[config.mk]
export PLATFORM = sky130hd
export DESIGN_NAME = max_all_ones_square_finder
export DESIGN_NICKNAME = d
export VERILOG_FILES = /design/src/rtl/msq_pkg.sv /design/src/rtl/msq_line_store.sv /design/src/rtl/msq_corner.sv /design/src/rtl/max_all_ones_square_finder.sv
export VERILOG_INCLUDE_DIRS = /design/src /design/src/rtl
export SDC_FILE = /design/constraint.sdc
export NUM_CORES = 1
export LEC_CHECK = 0
export BUFFER_PORTS_ARGS = -buffer_cell sky130_fd_sc_hd__buf_2
export CAP_MARGIN = 30
export CORE_MARGIN = 10
export CORE_UTILIZATION = 39
export CTS_BUF_LIST = sky130_fd_sc_hd__clkbuf_4 sky130_fd_sc_hd__clkbuf_8
export DETAILED_ROUTE_END_ITERATION = 12
export HOLD_SLACK_MARGIN = 0.1
export SETUP_SLACK_MARGIN = 0.3
export SLEW_MARGIN = 20
export SYNTH_ARGS = -nofsm -noshare
export SYNTH_HDL_FRONTEND = slang
export SYNTH_HIERARCHICAL = 1
export SYNTH_SLANG_ARGS = --single-unit
export TNS_END_PERCENT = 30
[constraint.sdc]
create_clock -name clock -period 12.7 [get_ports clock]
set_clock_uncertainty 0.05 [all_clocks]
set_input_delay 2.54 -clock clock [delete_from_list [all_inputs] [get_ports clock]]
set_output_delay 2.54 -clock clock [all_outputs]
set_load 0.02 [all_outputs]
[src/rtl/assert_macros.svh]
// Assertion macros used by the finder top level.
`ifndef ASSERT_MACROS_SVH
`define ASSERT_MACROS_SVH
`ifndef SYNTHESIS
`define ASSERT_CLK(name, clk, rst, prop) \
   name: assert property (@(posedge clk) disable iff (rst) prop) \
      else $error("assertion failed");
`define ASSERT_NEVER(name, clk, rst, cond) \
   name: assert property (@(posedge clk) disable iff (rst) !(cond)) \
      else $error("forbidden condition seen");
`else
`define ASSERT_CLK(name, clk, rst, prop)
`define ASSERT_NEVER(name, clk, rst, cond)
`endif
`endif

[src/rtl/msq_pkg.sv]
// Shared constants and types of the largest all-ones square finder.
package msq_pkg;

   localparam int MAX_ROWS_DEF = 64;
   localparam int MAX_COLS_DEF = 64;

   localparam int DIM_W       = 7;
   localparam int SIZE_OUT_W  = 7;
   localparam int POS_OUT_W   = 6;
   localparam int REQ_DATA_W  = 8;
   localparam int RSP_DATA_W  = 24;
   localparam int CSR_INDEX_W = 1;
   localparam int DIM_RESET   = 64;

   localparam logic [CSR_INDEX_W-1:0] CSR_MATRIX_ROWS = 1'b0;
   localparam logic [CSR_INDEX_W-1:0] CSR_MATRIX_COLS = 1'b1;

   typedef struct packed {
      logic first_row;
      logic first_col;
      logic last_cell;
   } cell_flags_type;

   typedef struct packed {
      logic [SIZE_OUT_W-1:0] square_size;
      logic [POS_OUT_W-1:0]  top_row;
      logic [POS_OUT_W-1:0]  left_col;
   } result_type;

endpackage

[src/rtl/msq_line_store.sv]
// Line store of the previous row's square sides, one read and one write port.
module msq_line_store #(
   parameter int DEPTH  = msq_pkg::MAX_COLS_DEF,
   parameter int DATA_W = 7
) (
   input  logic                                     clock,
   input  logic                                     rd_en,
   input  logic [((DEPTH > 1) ? $clog2(DEPTH) : 1)-1:0] rd_addr,
   output logic [DATA_W-1:0]                        rd_data,
   input  logic                                     wr_en,
   input  logic [((DEPTH > 1) ? $clog2(DEPTH) : 1)-1:0] wr_addr,
   input  logic [DATA_W-1:0]                        wr_data
);

   logic [DATA_W-1:0] mem_ff [DEPTH];
   logic [DATA_W-1:0] rd_data_ff;

   always_ff @(posedge clock) begin
      if (wr_en) begin
         mem_ff[wr_addr] <= wr_data;
      end
   end

   always_ff @(posedge clock) begin
      if (rd_en) begin
         rd_data_ff <= mem_ff[rd_addr];
      end
   end

   assign rd_data = rd_data_ff;

endmodule

[src/rtl/msq_corner.sv]
// Per-cell square side update and tracking of the best square.
module msq_corner #(
   parameter int MAX_ROWS = msq_pkg::MAX_ROWS_DEF,
   parameter int MAX_COLS = msq_pkg::MAX_COLS_DEF
) (
   input  logic                   clock,
   input  logic                   reset,
   input  logic                   adv,
   input  logic                   cell_bit,
   input  logic [((MAX_ROWS > 1) ? $clog2(MAX_ROWS) : 1)-1:0] row,
   input  logic [((MAX_COLS > 1) ? $clog2(MAX_COLS) : 1)-1:0] col,
   input  logic [$clog2(((MAX_ROWS < MAX_COLS) ? MAX_ROWS : MAX_COLS) + 1)-1:0] up,
   input  msq_pkg::cell_flags_type flags,
   output logic [$clog2(((MAX_ROWS < MAX_COLS) ? MAX_ROWS : MAX_COLS) + 1)-1:0] side,
   output msq_pkg::result_type    result
);

   localparam int ROW_W  = (MAX_ROWS > 1) ? $clog2(MAX_ROWS) : 1;
   localparam int COL_W  = (MAX_COLS > 1) ? $clog2(MAX_COLS) : 1;
   localparam int SIZE_W = $clog2(((MAX_ROWS < MAX_COLS) ? MAX_ROWS : MAX_COLS) + 1);

   logic [SIZE_W-1:0] left_ff, left_in;
   logic [SIZE_W-1:0] upleft_ff, upleft_in;
   logic [SIZE_W-1:0] best_size_ff, best_size_in;
   logic [ROW_W-1:0]  best_top_ff, best_top_in;
   logic [COL_W-1:0]  best_left_ff, best_left_in;

   logic [SIZE_W-1:0] up_m;
   logic [SIZE_W-1:0] lft_m;
   logic [SIZE_W-1:0] ul_m;
   logic [SIZE_W-1:0] min_a;
   logic [SIZE_W-1:0] min_b;
   logic [ROW_W:0]    top_wide;
   logic [COL_W:0]    lc_wide;
   logic [ROW_W-1:0]  top;
   logic [COL_W-1:0]  lc;
   logic              better;
   logic [SIZE_W-1:0] res_size;
   logic [ROW_W-1:0]  res_top;
   logic [COL_W-1:0]  res_left;

   always_comb begin
      up_m  = flags.first_row ? '0 : up;
      lft_m = flags.first_col ? '0 : left_ff;
      ul_m  = (flags.first_row || flags.first_col) ? '0 : upleft_ff;
      min_a = (up_m < lft_m) ? up_m : lft_m;
      min_b = (min_a < ul_m) ? min_a : ul_m;
      side  = cell_bit ? (min_b + SIZE_W'(1)) : '0;

      top_wide = {1'b0, row} + (ROW_W+1)'(1) - (ROW_W+1)'(side);
      lc_wide  = {1'b0, col} + (COL_W+1)'(1) - (COL_W+1)'(side);
      top      = top_wide[ROW_W-1:0];
      lc       = lc_wide[COL_W-1:0];

      better = (side != '0) &&
               ((side > best_size_ff) ||
                ((side == best_size_ff) &&
                 ((lc < best_left_ff) || ((lc == best_left_ff) && (top < best_top_ff)))));

      res_size = better ? side : best_size_ff;
      res_top  = better ? top  : best_top_ff;
      res_left = better ? lc   : best_left_ff;

      result.square_size = msq_pkg::SIZE_OUT_W'(res_size);
      result.top_row     = msq_pkg::POS_OUT_W'(res_top);
      result.left_col    = msq_pkg::POS_OUT_W'(res_left);

      left_in      = left_ff;
      upleft_in    = upleft_ff;
      best_size_in = best_size_ff;
      best_top_in  = best_top_ff;
      best_left_in = best_left_ff;
      if (adv) begin
         if (flags.last_cell) begin
            left_in      = '0;
            upleft_in    = '0;
            best_size_in = '0;
            best_top_in  = '0;
            best_left_in = '0;
         end else begin
            left_in      = side;
            upleft_in    = up_m;
            best_size_in = res_size;
            best_top_in  = res_top;
            best_left_in = res_left;
         end
      end
   end

   always_ff @(posedge clock) begin
      if (reset) begin
         left_ff      <= '0;
         upleft_ff    <= '0;
         best_size_ff <= '0;
         best_top_ff  <= '0;
         best_left_ff <= '0;
      end else begin
         left_ff      <= left_in;
         upleft_ff    <= upleft_in;
         best_size_ff <= best_size_in;
         best_top_ff  <= best_top_in;
         best_left_ff <= best_left_in;
      end
   end

endmodule

[src/rtl/max_all_ones_square_finder.sv]
// Largest all-ones square finder over a row-major stream of matrix cells.
// One cell per cycle unless a result stalls, set by one line store read and write.
// The result of a matrix is registered once its last cell has passed stages one and two.
// A stalled result does not block cells of the next matrix until its last cell arrives.
// Synchronous reset sets dimensions to min(64, maximum) and clears scan and best square.
// The line store is not cleared; the first row of each matrix never uses its contents.
`include "assert_macros.svh"

module max_all_ones_square_finder #(
   parameter int MAX_ROWS = msq_pkg::MAX_ROWS_DEF,
   parameter int MAX_COLS = msq_pkg::MAX_COLS_DEF
) (
   input  logic                              clock,
   input  logic                              reset,
   input  logic                              req_tvalid,
   output logic                              req_tready,
   // [0] cell_bit
   input  logic [msq_pkg::REQ_DATA_W-1:0]    req_tdata,
   output logic                              rsp_tvalid,
   input  logic                              rsp_tready,
   // [6:0] square_size, [12:7] top_row, [18:13] left_col
   output logic [msq_pkg::RSP_DATA_W-1:0]    rsp_tdata,
   input  logic                              csr_we,
   input  logic [msq_pkg::CSR_INDEX_W-1:0]   csr_index,
   input  logic [msq_pkg::DIM_W-1:0]         csr_wdata
);

   localparam int ROW_W      = (MAX_ROWS > 1) ? $clog2(MAX_ROWS) : 1;
   localparam int COL_W      = (MAX_COLS > 1) ? $clog2(MAX_COLS) : 1;
   localparam int ROW_CNT_W  = $clog2(MAX_ROWS + 1);
   localparam int COL_CNT_W  = $clog2(MAX_COLS + 1);
   localparam int SIZE_W     = $clog2(((MAX_ROWS < MAX_COLS) ? MAX_ROWS : MAX_COLS) + 1);
   localparam int ROWS_RESET = (msq_pkg::DIM_RESET > MAX_ROWS) ? MAX_ROWS : msq_pkg::DIM_RESET;
   localparam int COLS_RESET = (msq_pkg::DIM_RESET > MAX_COLS) ? MAX_COLS : msq_pkg::DIM_RESET;
   localparam int PAD_W      = msq_pkg::RSP_DATA_W - msq_pkg::SIZE_OUT_W
                               - 2 * msq_pkg::POS_OUT_W;

   logic [ROW_CNT_W-1:0] rows_ff, rows_in;
   logic [COL_CNT_W-1:0] cols_ff, cols_in;
   logic [ROW_CNT_W-1:0] rows_wr;
   logic [COL_CNT_W-1:0] cols_wr;

   logic [ROW_W-1:0] row_ff, row_in;
   logic [COL_W-1:0] col_ff, col_in;
   logic [COL_W:0]   col_plus;
   logic [ROW_W:0]   row_plus;
   logic             col_last;
   logic             row_last;

   logic                    s1_valid_ff, s1_valid_in;
   logic                    s1_bit_ff, s1_bit_in;
   logic [ROW_W-1:0]        s1_row_ff, s1_row_in;
   logic [COL_W-1:0]        s1_col_ff, s1_col_in;
   msq_pkg::cell_flags_type s1_flags_ff, s1_flags_in;
   logic                    s1_fwd_ff, s1_fwd_in;
   logic [SIZE_W-1:0]       s1_fwd_data_ff, s1_fwd_data_in;

   logic                    s2_valid_ff, s2_valid_in;
   logic                    s2_bit_ff, s2_bit_in;
   logic [ROW_W-1:0]        s2_row_ff, s2_row_in;
   logic [COL_W-1:0]        s2_col_ff, s2_col_in;
   msq_pkg::cell_flags_type s2_flags_ff, s2_flags_in;
   logic [SIZE_W-1:0]       s2_up_ff, s2_up_in;

   logic                    rsp_valid_ff, rsp_valid_in;
   msq_pkg::result_type     rsp_result_ff, rsp_result_in;

   logic                    accept;
   logic                    s1_move;
   logic                    s2_take;
   logic                    s2_adv;
   logic [COL_W-1:0]        s1_next_col;
   logic [SIZE_W-1:0]       rd_data;
   logic [SIZE_W-1:0]       s1_up;
   logic [SIZE_W-1:0]       side;
   msq_pkg::cell_flags_type new_flags;
   msq_pkg::result_type     result;

   // Configuration writes store the dimension already clamped to its legal range.
   always_comb begin
      if (csr_wdata == '0) begin
         rows_wr = ROW_CNT_W'(1);
         cols_wr = COL_CNT_W'(1);
      end else begin
         rows_wr = (int'(csr_wdata) > MAX_ROWS) ? ROW_CNT_W'(MAX_ROWS) : ROW_CNT_W'(csr_wdata);
         cols_wr = (int'(csr_wdata) > MAX_COLS) ? COL_CNT_W'(MAX_COLS) : COL_CNT_W'(csr_wdata);
      end
      rows_in = rows_ff;
      cols_in = cols_ff;
      if (csr_we) begin
         case (csr_index)
            msq_pkg::CSR_MATRIX_ROWS: rows_in = rows_wr;
            msq_pkg::CSR_MATRIX_COLS: cols_in = cols_wr;
            default: ;
         endcase
      end
   end

   always_comb begin
      s2_adv     = s2_valid_ff && (!s2_flags_ff.last_cell || !rsp_valid_ff || rsp_tready);
      s2_take    = !s2_valid_ff || s2_adv;
      s1_move    = s1_valid_ff && s2_take;
      req_tready = !s1_valid_ff || s1_move;
      accept     = req_tvalid && req_tready;

      col_plus = {1'b0, col_ff} + (COL_W+1)'(1);
      row_plus = {1'b0, row_ff} + (ROW_W+1)'(1);
      col_last = col_plus >= (COL_W+1)'(cols_ff);
      row_last = row_plus >= (ROW_W+1)'(rows_ff);

      new_flags.first_row = (row_ff == '0);
      new_flags.first_col = (col_ff == '0);
      new_flags.last_cell = col_last && row_last;

      row_in = row_ff;
      col_in = col_ff;
      if (accept) begin
         if (col_last) begin
            col_in = '0;
            row_in = row_last ? '0 : row_plus[ROW_W-1:0];
         end else begin
            col_in = col_plus[COL_W-1:0];
         end
      end

      s1_valid_in = accept || (s1_valid_ff && !s1_move);
      s1_bit_in   = accept ? req_tdata[0] : s1_bit_ff;
      s1_row_in   = accept ? row_ff : s1_row_ff;
      s1_col_in   = accept ? col_ff : s1_col_ff;
      s1_flags_in = accept ? new_flags : s1_flags_ff;
      s1_next_col = accept ? col_ff : s1_col_ff;

      // A write to the entry that the waiting cell has read replaces the stale read data.
      if (s2_adv && (s2_col_ff == s1_next_col)) begin
         s1_fwd_in      = 1'b1;
         s1_fwd_data_in = side;
      end else begin
         s1_fwd_in      = accept ? 1'b0 : s1_fwd_ff;
         s1_fwd_data_in = s1_fwd_data_ff;
      end
      s1_up = s1_fwd_ff ? s1_fwd_data_ff : rd_data;

      s2_valid_in = s1_move || (s2_valid_ff && !s2_adv);
      s2_bit_in   = s1_move ? s1_bit_ff : s2_bit_ff;
      s2_row_in   = s1_move ? s1_row_ff : s2_row_ff;
      s2_col_in   = s1_move ? s1_col_ff : s2_col_ff;
      s2_flags_in = s1_move ? s1_flags_ff : s2_flags_ff;
      if (s1_move) begin
         s2_up_in = (s2_adv && (s2_col_ff == s1_col_ff)) ? side : s1_up;
      end else begin
         s2_up_in = s2_up_ff;
      end

      rsp_valid_in  = (s2_adv && s2_flags_ff.last_cell) || (rsp_valid_ff && !rsp_tready);
      rsp_result_in = (s2_adv && s2_flags_ff.last_cell) ? result : rsp_result_ff;
   end

   always_ff @(posedge clock) begin
      if (reset) begin
         rows_ff      <= ROW_CNT_W'(ROWS_RESET);
         cols_ff      <= COL_CNT_W'(COLS_RESET);
         row_ff       <= '0;
         col_ff       <= '0;
         s1_valid_ff  <= 1'b0;
         s1_fwd_ff    <= 1'b0;
         s2_valid_ff  <= 1'b0;
         rsp_valid_ff <= 1'b0;
      end else begin
         rows_ff      <= rows_in;
         cols_ff      <= cols_in;
         row_ff       <= row_in;
         col_ff       <= col_in;
         s1_valid_ff  <= s1_valid_in;
         s1_fwd_ff    <= s1_fwd_in;
         s2_valid_ff  <= s2_valid_in;
         rsp_valid_ff <= rsp_valid_in;
      end
   end

   always_ff @(posedge clock) begin
      s1_bit_ff      <= s1_bit_in;
      s1_row_ff      <= s1_row_in;
      s1_col_ff      <= s1_col_in;
      s1_flags_ff    <= s1_flags_in;
      s1_fwd_data_ff <= s1_fwd_data_in;
      s2_bit_ff      <= s2_bit_in;
      s2_row_ff      <= s2_row_in;
      s2_col_ff      <= s2_col_in;
      s2_flags_ff    <= s2_flags_in;
      s2_up_ff       <= s2_up_in;
      rsp_result_ff  <= rsp_result_in;
   end

   msq_line_store #(
      .DEPTH  (MAX_COLS),
      .DATA_W (SIZE_W)
   ) u_line_store (
      .clock   (clock),
      .rd_en   (accept),
      .rd_addr (col_ff),
      .rd_data (rd_data),
      .wr_en   (s2_adv),
      .wr_addr (s2_col_ff),
      .wr_data (side)
   );

   msq_corner #(
      .MAX_ROWS (MAX_ROWS),
      .MAX_COLS (MAX_COLS)
   ) u_corner (
      .clock    (clock),
      .reset    (reset),
      .adv      (s2_adv),
      .cell_bit (s2_bit_ff),
      .row      (s2_row_ff),
      .col      (s2_col_ff),
      .up       (s2_up_ff),
      .flags    (s2_flags_ff),
      .side     (side),
      .result   (result)
   );

   assign rsp_tvalid = rsp_valid_ff;
   assign rsp_tdata  = {{PAD_W{1'b0}}, rsp_result_ff.left_col, rsp_result_ff.top_row,
                        rsp_result_ff.square_size};

   `ASSERT_CLK(a_s1_drains, clock, reset, (s1_valid_ff && !s2_valid_ff) |=> s2_valid_ff)
   `ASSERT_CLK(a_rsp_source, clock, reset, $rose(rsp_valid_ff) |-> $past(s2_valid_ff && s2_flags_ff.last_cell))
   `ASSERT_CLK(a_accept_lands, clock, reset, accept |=> s1_valid_ff)
   `ASSERT_NEVER(a_no_side_on_zero, clock, reset, s2_valid_ff && !s2_bit_ff && (side != '0))

endmodule
; ---- Word-level counts from Yosys, hierarchy flattened
; Memory sizes are Yosys's and may differ from the RTL's. A register that Yosys moved wholly into a read port is not among the register bits.
; Index checks and enable logic that the tools add are counted.
[word_totals]
ram_bits = 448
regBits = 128
inputBits = 21
output_inout_bits = 26
mem_count = 1
wordCells = 114
[op_classes]
n_bitwise = 1
magnitude_cmp = 8
n_eq_ne = 4
addsub = 7
n_mux = 25
n_reduce_logical = 38
[memory_table]
columns = memory, words, word_bits, read_ports, rd_ports_with_merged_regs, write_ports, line
row1 = u_line_store.mem_ff, 64, 7, 1, 1, 1, msq_line_store.sv:15  ; logic [DATA_W-1:0] mem_ff [DEPTH];
[ops]
columns = cell, n
row1 = $mux 7, 14
row2 = $mux 6, 7
row3 = $eq 6x6->1, 3
row4 = $add 6x1->7 const B, 2
row5 = $ge 7x7->1, 2
row6 = $lt 7x7->1, 2
row7 = $logic_and 1x1->1, 13
row8 = $add 6x1->6 const B, 2
row9 = $logic_not 6->1, 2
row10 = $lt 6x6->1, 2
row11 = $sub 6x6->6, 2
row12 = $logic_or 1x1->1, 10
row13 = $add 7x1->7 const B, 1
row14 = $eq 7x7->1, 1
row15 = $gt 7x7->1, 1
row16 = $gt 7x7->1 const B, 1
row17 = $logic_not 1->1, 7
row18 = $logic_not 7->1, 1
row19 = $reduce_bool 7->1, 1
row20 = $reduce_and 2->1, 3
row21 = $mux 1, 4
row22 = $reduce_bool 2->1, 1
row23 = $not 1->1, 1

; ---- Depth between registers and ports, before layout
[depth]
ltp_word = 16
mapped_depth = 38

; ---- Modules after synthesis
; The synthesis kept the hierarchy.
[modules_own_cells]
columns = mod, cells_each, n_inst, seq_area_each_um2, area_each_um2
row1 = msq_line_store, 827, 1, 13663.1, 17705.7
row2 = max_all_ones_square_finder, 385, 1, 2492.4, 4322.9
row3 = msq_corner, 381, 1, 660.6, 3181.8

; ---- Worst setup path before layout
; OpenSTA, ideal clock, no wires.
[synth_timing]
kind = reg-to-reg
start = register s2_flags_ff[2] (netlist bit)
end = register u_corner.best_size_ff[1]
period_less_slack_ns = 10.509
setup_ns = 0.123
n_path_buf = 4
path_stages_with_launch = 36
required_time_ns = 12.527
t_arrival_ns = 10.337
setup_slack_ns = 2.191
cell_sequence = edfxtp_1 > buf_2 > nand2b_1 > inv_1 > ha_1 > a21o_1 > maj3_2 > a21oi_2 > o21ai_4 > clkbuf_1 > mux2_2 > ha_1 > and4_1 > nor2b_1 > a311oi_2 > nor2_1 > a211oi_1 > a211oi_1 > ha_1 > inv_1 > ha_1 > fa_1 > a21o_1 > a21oi_1 > xnor2_1 > xnor2_2 > ha_1 > nand4b_1 > a211o_1 > a311oi_1 > o311a_1 > buf_2 > o21ai_2 > and2b_1 > buf_2 > a22o_1
[synth_between]
elab_chain_cells = 16
[synth_rtl]
columns = element, line
row1 = from (decl), max_all_ones_square_finder.sv:62  ; msq_pkg::cell_flags_type s2_flags_ff, s2_flags_in;
row2 = from (signal assigned), max_all_ones_square_finder.sv:189  ; s2_flags_ff <= s2_flags_in;
row3 = $mux 7, msq_corner.sv:43  ; up_m = flags.first_row ? '0 : up;
row4 = $lt 7x7->1, msq_corner.sv:46  ; min_a = (up_m < lft_m) ? up_m : lft_m;
row5 = $mux 7, msq_corner.sv:46
row6 = $lt 7x7->1, msq_corner.sv:47  ; min_b = (min_a < ul_m) ? min_a : ul_m;
row7 = $mux 7 *, msq_corner.sv:47
row8 = $add 7x1->7 *, msq_corner.sv:48  ; side = cell_bit ? (min_b + SIZE_W'(1)) : '0;
row9 = $mux 7 *, msq_corner.sv:48
row10 = named net side[1], max_all_ones_square_finder.sv:75  ; logic [SIZE_W-1:0] side;
row11 = $sub 6x6->6 (on tied branches), "msq_corner.sv:50, msq_corner.sv:51"
row12 = $lt 6x6->1 or $eq 6x6->1 (tied branches), msq_corner.sv:58  ; ((lc < best_left_ff) || ((lc == best_left_ff) && (top < best_top_ff)))));
row13 = $logic_and 1x1->1, msq_corner.sv:58
row14 = $logic_or 1x1->1, msq_corner.sv:58
row15 = $logic_and 1x1->1, msq_corner.sv:57  ; ((side == best_size_ff) &&
row16 = $logic_or 1x1->1, msq_corner.sv:56  ; ((side > best_size_ff) ||
row17 = $logic_and 1x1->1, msq_corner.sv:55  ; better = (side != '0) &&
row18 = $mux 7 *, msq_corner.sv:60  ; res_size = better ? side : best_size_ff;
row19 = $mux 7 *, msq_corner.sv:74  ; if (flags.last_cell) begin
row20 = to (signal assigned), msq_corner.sv:100  ; best_size_ff <= best_size_in;
row21 = to (decl), msq_corner.sv:24  ; logic [SIZE_W-1:0] best_size_ff, best_size_in;
; The timed path passes the listed nets; every way through them passes the cells marked *.
; A chain may end at the register's enable or synchronous reset.

; ---- Worst setup path after layout
[layout_timing]
start = register s2_flags_ff[2] (netlist bit)
end = register u_corner.best_top_ff[5]
[layout_between]
elab_chain_cells = 16
[layout_rtl]
columns = element, line
row1 = $mux 7, msq_corner.sv:43
row2 = $lt 7x7->1, msq_corner.sv:46
row3 = $mux 7, msq_corner.sv:46
row4 = $lt 7x7->1, msq_corner.sv:47
row5 = $mux 7 *, msq_corner.sv:47
row6 = $add 7x1->7 *, msq_corner.sv:48
row7 = $mux 7 *, msq_corner.sv:48
row8 = named net side[2], max_all_ones_square_finder.sv:75
row9 = $sub 6x6->6 (on tied branches), "msq_corner.sv:50, msq_corner.sv:51"
row10 = $lt 6x6->1 or $eq 6x6->1 (tied branches), msq_corner.sv:58
row11 = $logic_and 1x1->1, msq_corner.sv:58
row12 = $logic_or 1x1->1, msq_corner.sv:58
row13 = $logic_and 1x1->1, msq_corner.sv:57
row14 = $logic_or 1x1->1, msq_corner.sv:56
row15 = $logic_and 1x1->1, msq_corner.sv:55
row16 = $mux 6 *, msq_corner.sv:61  ; res_top = better ? top : best_top_ff;
row17 = $mux 6 *, msq_corner.sv:74
row18 = to (signal assigned), msq_corner.sv:101  ; best_top_ff <= best_top_in;
row19 = to (decl), msq_corner.sv:25  ; logic [ROW_W-1:0] best_top_ff, best_top_in;
; Marks and branches as above.

==> impl_metrics.py <==
metrics = {
    "cts": {
        "post_cts_buffers": 0,
        "htreeDepth": 3,
        "cts_resized": 0,
        "cts_tree": "done",
        "clk_pin_slew_worst_paths_ns": 0.06,
        "hold_buffers": 0,
        "clk_latency_ns": 0.69,
        "cts_sinks": 583,
        "cts_buffers": 97,
        "cts_buffer_depth": 3,
        "clock_tree.root_cell": "clkbuf_8",
    },
    "synth": {
        "synthArstFlopShare_pct": 0,
        "ys_ff_latch": 583,
        "synthTopCellsByArea": "edfxtp_1 61%, mux4_2 10%, dfxtp_1 5.5%, ha_1 3.1%, nor2_1 2.0%",
        "syn_area_um2": 25200,
        "yosysTopAreaCell": "edfxtp_1",
        "yosysTopAreaCellShare_pct": 61.2,
        "yosysSeqAreaShare_pct": 66.7,
        "synth_edf_count": 514,
        "synth_cell_types": 85,
        "ys_warn_count": 6,
        "postSynthAreaPerCell_um2": 15.8,
        "synth_ff_type": "edfxtp_1",
        "syn_inst": 1593,
    },
    "power_and_ir_drop": {
        "internal_power_uw": 3090,
        "p_switching_uw": 947,
        "irDropWorstVdd_uv": 68.2,
        "pwr-share-clk_pct": 39.7,
        "power_frac_seq_pct": 52.7,
        "p_sw_share_pct": 23.5,
        "power_frac_comb_pct": 7.7,
        "p_leak_uw": 0.00922,
        "power_density_nw_per_um2": 143,
    },
    "layout": {
        "final_cell_count_no_fill": 2615,
        "final_nets": 1763,
        "multiInputGateArea_um2": 7760,
        "drive_gt1_share_pct": 21.5,
        "post-route-util_pct": 43.9,
        "register_area_um2": 16800,
        "area_growth_pct": 11.8,
        "num-fill-cells": 5720,
        "final_common_cell": "edfxtp_1",
        "final_cell_mix": "514 x edfxtp_1, 130 x nor2_1, 112 x mux4_2",
    },
    "critical_path": {
        "crit_buf_inv": 4,
        "cpMostUsedCell": "ha_1",
        "crit_path_start": "s2_flags_ff[2]",
        "r2r_slack_ns": 3.29,
        "crit_arrival_ns": 9.92,
        "cp.required_ns": 13.22,
        "max_stage_delay_ns": 0.59,
        "r2r_end": "u_corner/best_top_ff[5]",
        "start_kind": "register",
        "cpLargestDelayFamily": "compound AO/OA/AOI/OAI gates",
        "crit_slowest_cell": "buf_4",
        "crit_path_end_kind": "register",
        "r2r_cells": 35,
        "r2r_start": "s2_flags_ff[2]",
        "path_max_fanout": 71,
        "crit_type": "register to register",
    },
    "drt": {
        "drc": 0,
        "vias": 14247,
        "viasPerCell": 5.45,
        "firstDrtPassIters": 5,
        "wl_um": 57600,
        "drt_iter0_drc": 1279,
        "ant_nets": 0,
        "wl_per_cell_um": 22.0,
    },
    "die": {
        "dieArea_um2": 75200,
        "rows": 93,
        "start_util_pct": 39.2,
        "die_w_um": 274,
        "io_pins": 47,
        "core_area_um2": 64200,
        "die_y_um": 274,
    },
    "worst_hold_path": {
        "worstHoldPathType": "register to register",
        "hold_depth": 0,
        "min_from": "s1_row_ff[4]",
        "holdPathEnd": "s2_row_ff[4]",
    },
    "timing": {
        "rsz0062_at_grt": "false",
        "setup_viol_count_final": 0,
        "final-max-slew-violation-count": 0,
        "fin_crit_sh_pct": 74.1,
        "relSlewSlack_pct": 40.7,
        "finalHoldViolCount": 0,
        "timing.final.crit_period_ns": 9.41,
        "fmax_mhz": 106,
        "tns_ns": 0,
        "tightest_slew_ns": 0.890,
    },
    "placement": {
        "post-dp-hpwl_um": 35000,
        "port_buffers": 34,
        "dp.cells": 2431,
        "gp_congestion": 0.828,
    },
    "status": {
        "status": "complete, no violations",
    },
    "job": {
        "drv_cap": 0,
    },
    "global_route": {
        "antenna_found_initial": 1,
        "grt.overflow.total": 0,
        "grt_pass1_wl_um": 87800,
        "grt_usage_pct": 15.2,
        "grt_pass1_vias": 14459,
        "grt_max_degree": 73,
    },
}
==> cells in the mapped netlist (all sizes together) (7+ instances only) <==
library cell / count
a22oi: 23
o221ai: 10
mux4: 112
nor3: 22
inv: 61
xnor2: 33
mux2i: 33
o31ai: 12
a211oi: 14
a21o: 16
buf: 44
a21oi: 50
ha: 63
nor2: 133
and3: 8
o22ai: 12
nor2b: 18
nand3: 24
edfxtp: 514
xor2: 7
nand3b: 12
a22o: 16
nand2: 63
clkbuf: 34
nand4: 15
nor3b: 10
o21ai: 58
nand2b: 30
dfxtp: 69
==> routing by layer <==
metal	vias up	track usage [%]	part of all wire (%)
met1	7324	20.1	43
met3	90	2.97	6.0
met4	0	4.89	1.9
li1	6408	-	-
met5	-	0	0
met2	425	25.0	49
==> metrics by stage <==
step	area, um2	worst slack [ns]	total power [uW]	hold WS [ns]
floorplan	25200	2.19	2390	0.350
global placement	26200	3.53	2470	0.351
detailed placement	26200	3.35	2470	0.356
CTS	28100	3.32	4080	0.363
global route	28200	2.77	4200	0.366
finish	28200	3.29	4030	0.362
==> power by group through the flow <==
stage / combinational (uW) / sequential [uW] / clock, uW
3_5_place_dp: 303 / 2170 / 0
2_1_floorplan: 235 / 2150 / 0
3_3_place_gp: 295 / 2170 / 0
5_1_grt: 338 / 2130 / 1740
6_report: 310 / 2120 / 1600
4_1_cts: 304 / 2130 / 1650
==> flip-flops by register name, summed over array words and instances, names as in the netlist, 7 cells and up <==
register,cells
u_line_store/rd_data,7
rsp_tdata,19
cols_ff,7
u_corner/best_size_ff,7
rows_ff,7
u_line_store/mem_ff,448
s1_fwd_data_ff,7
u_corner/upleft_ff,7
u_corner/left_ff,7
s2_up_ff,7
==> final cells by class <==
type | count | share of cell area, %
Antenna cell | 2 | 0.0178
Tap cell | 855 | 3.80
Timing Repair Buffer | 59 | 1.43
Inverter | 62 | 0.826
Multi-Input combinational cell | 874 | 27.5
Sequential cell | 583 | 59.7
Clock inverter | 45 | 0.875
Clock buffer | 135 | 5.80
==> cell families (layout without fill, tap and decap cells) <==
logic type / Yosys count / after routing / synth area share, %
flops: 583 / 583 / 66.7
simple gates: 361 / 361 / 7.16
compound gates: 251 / 251 / 6.93
mux: 151 / 151 / 11.6
buf+inv: 140 / 301 / 2.76
fa+ha+maj: 66 / 66 / 3.33
xor+xnor: 40 / 40 / 1.45
other cells: 1 / 7 / 0.0149
==> worst max path at each step <==
stage          cells past startpoint                        to
2_1_floorplan                     35  u_corner/best_size_ff[1]
3_3_place_gp                      35  u_corner/best_left_ff[5]
3_5_place_dp                      35  u_corner/best_size_ff[1]
4_1_cts                           35  u_corner/best_size_ff[2]
5_1_grt                           35  u_corner/best_size_ff[2]
6_report                          35   u_corner/best_top_ff[5]
Power figures use the tool's default switching activity.
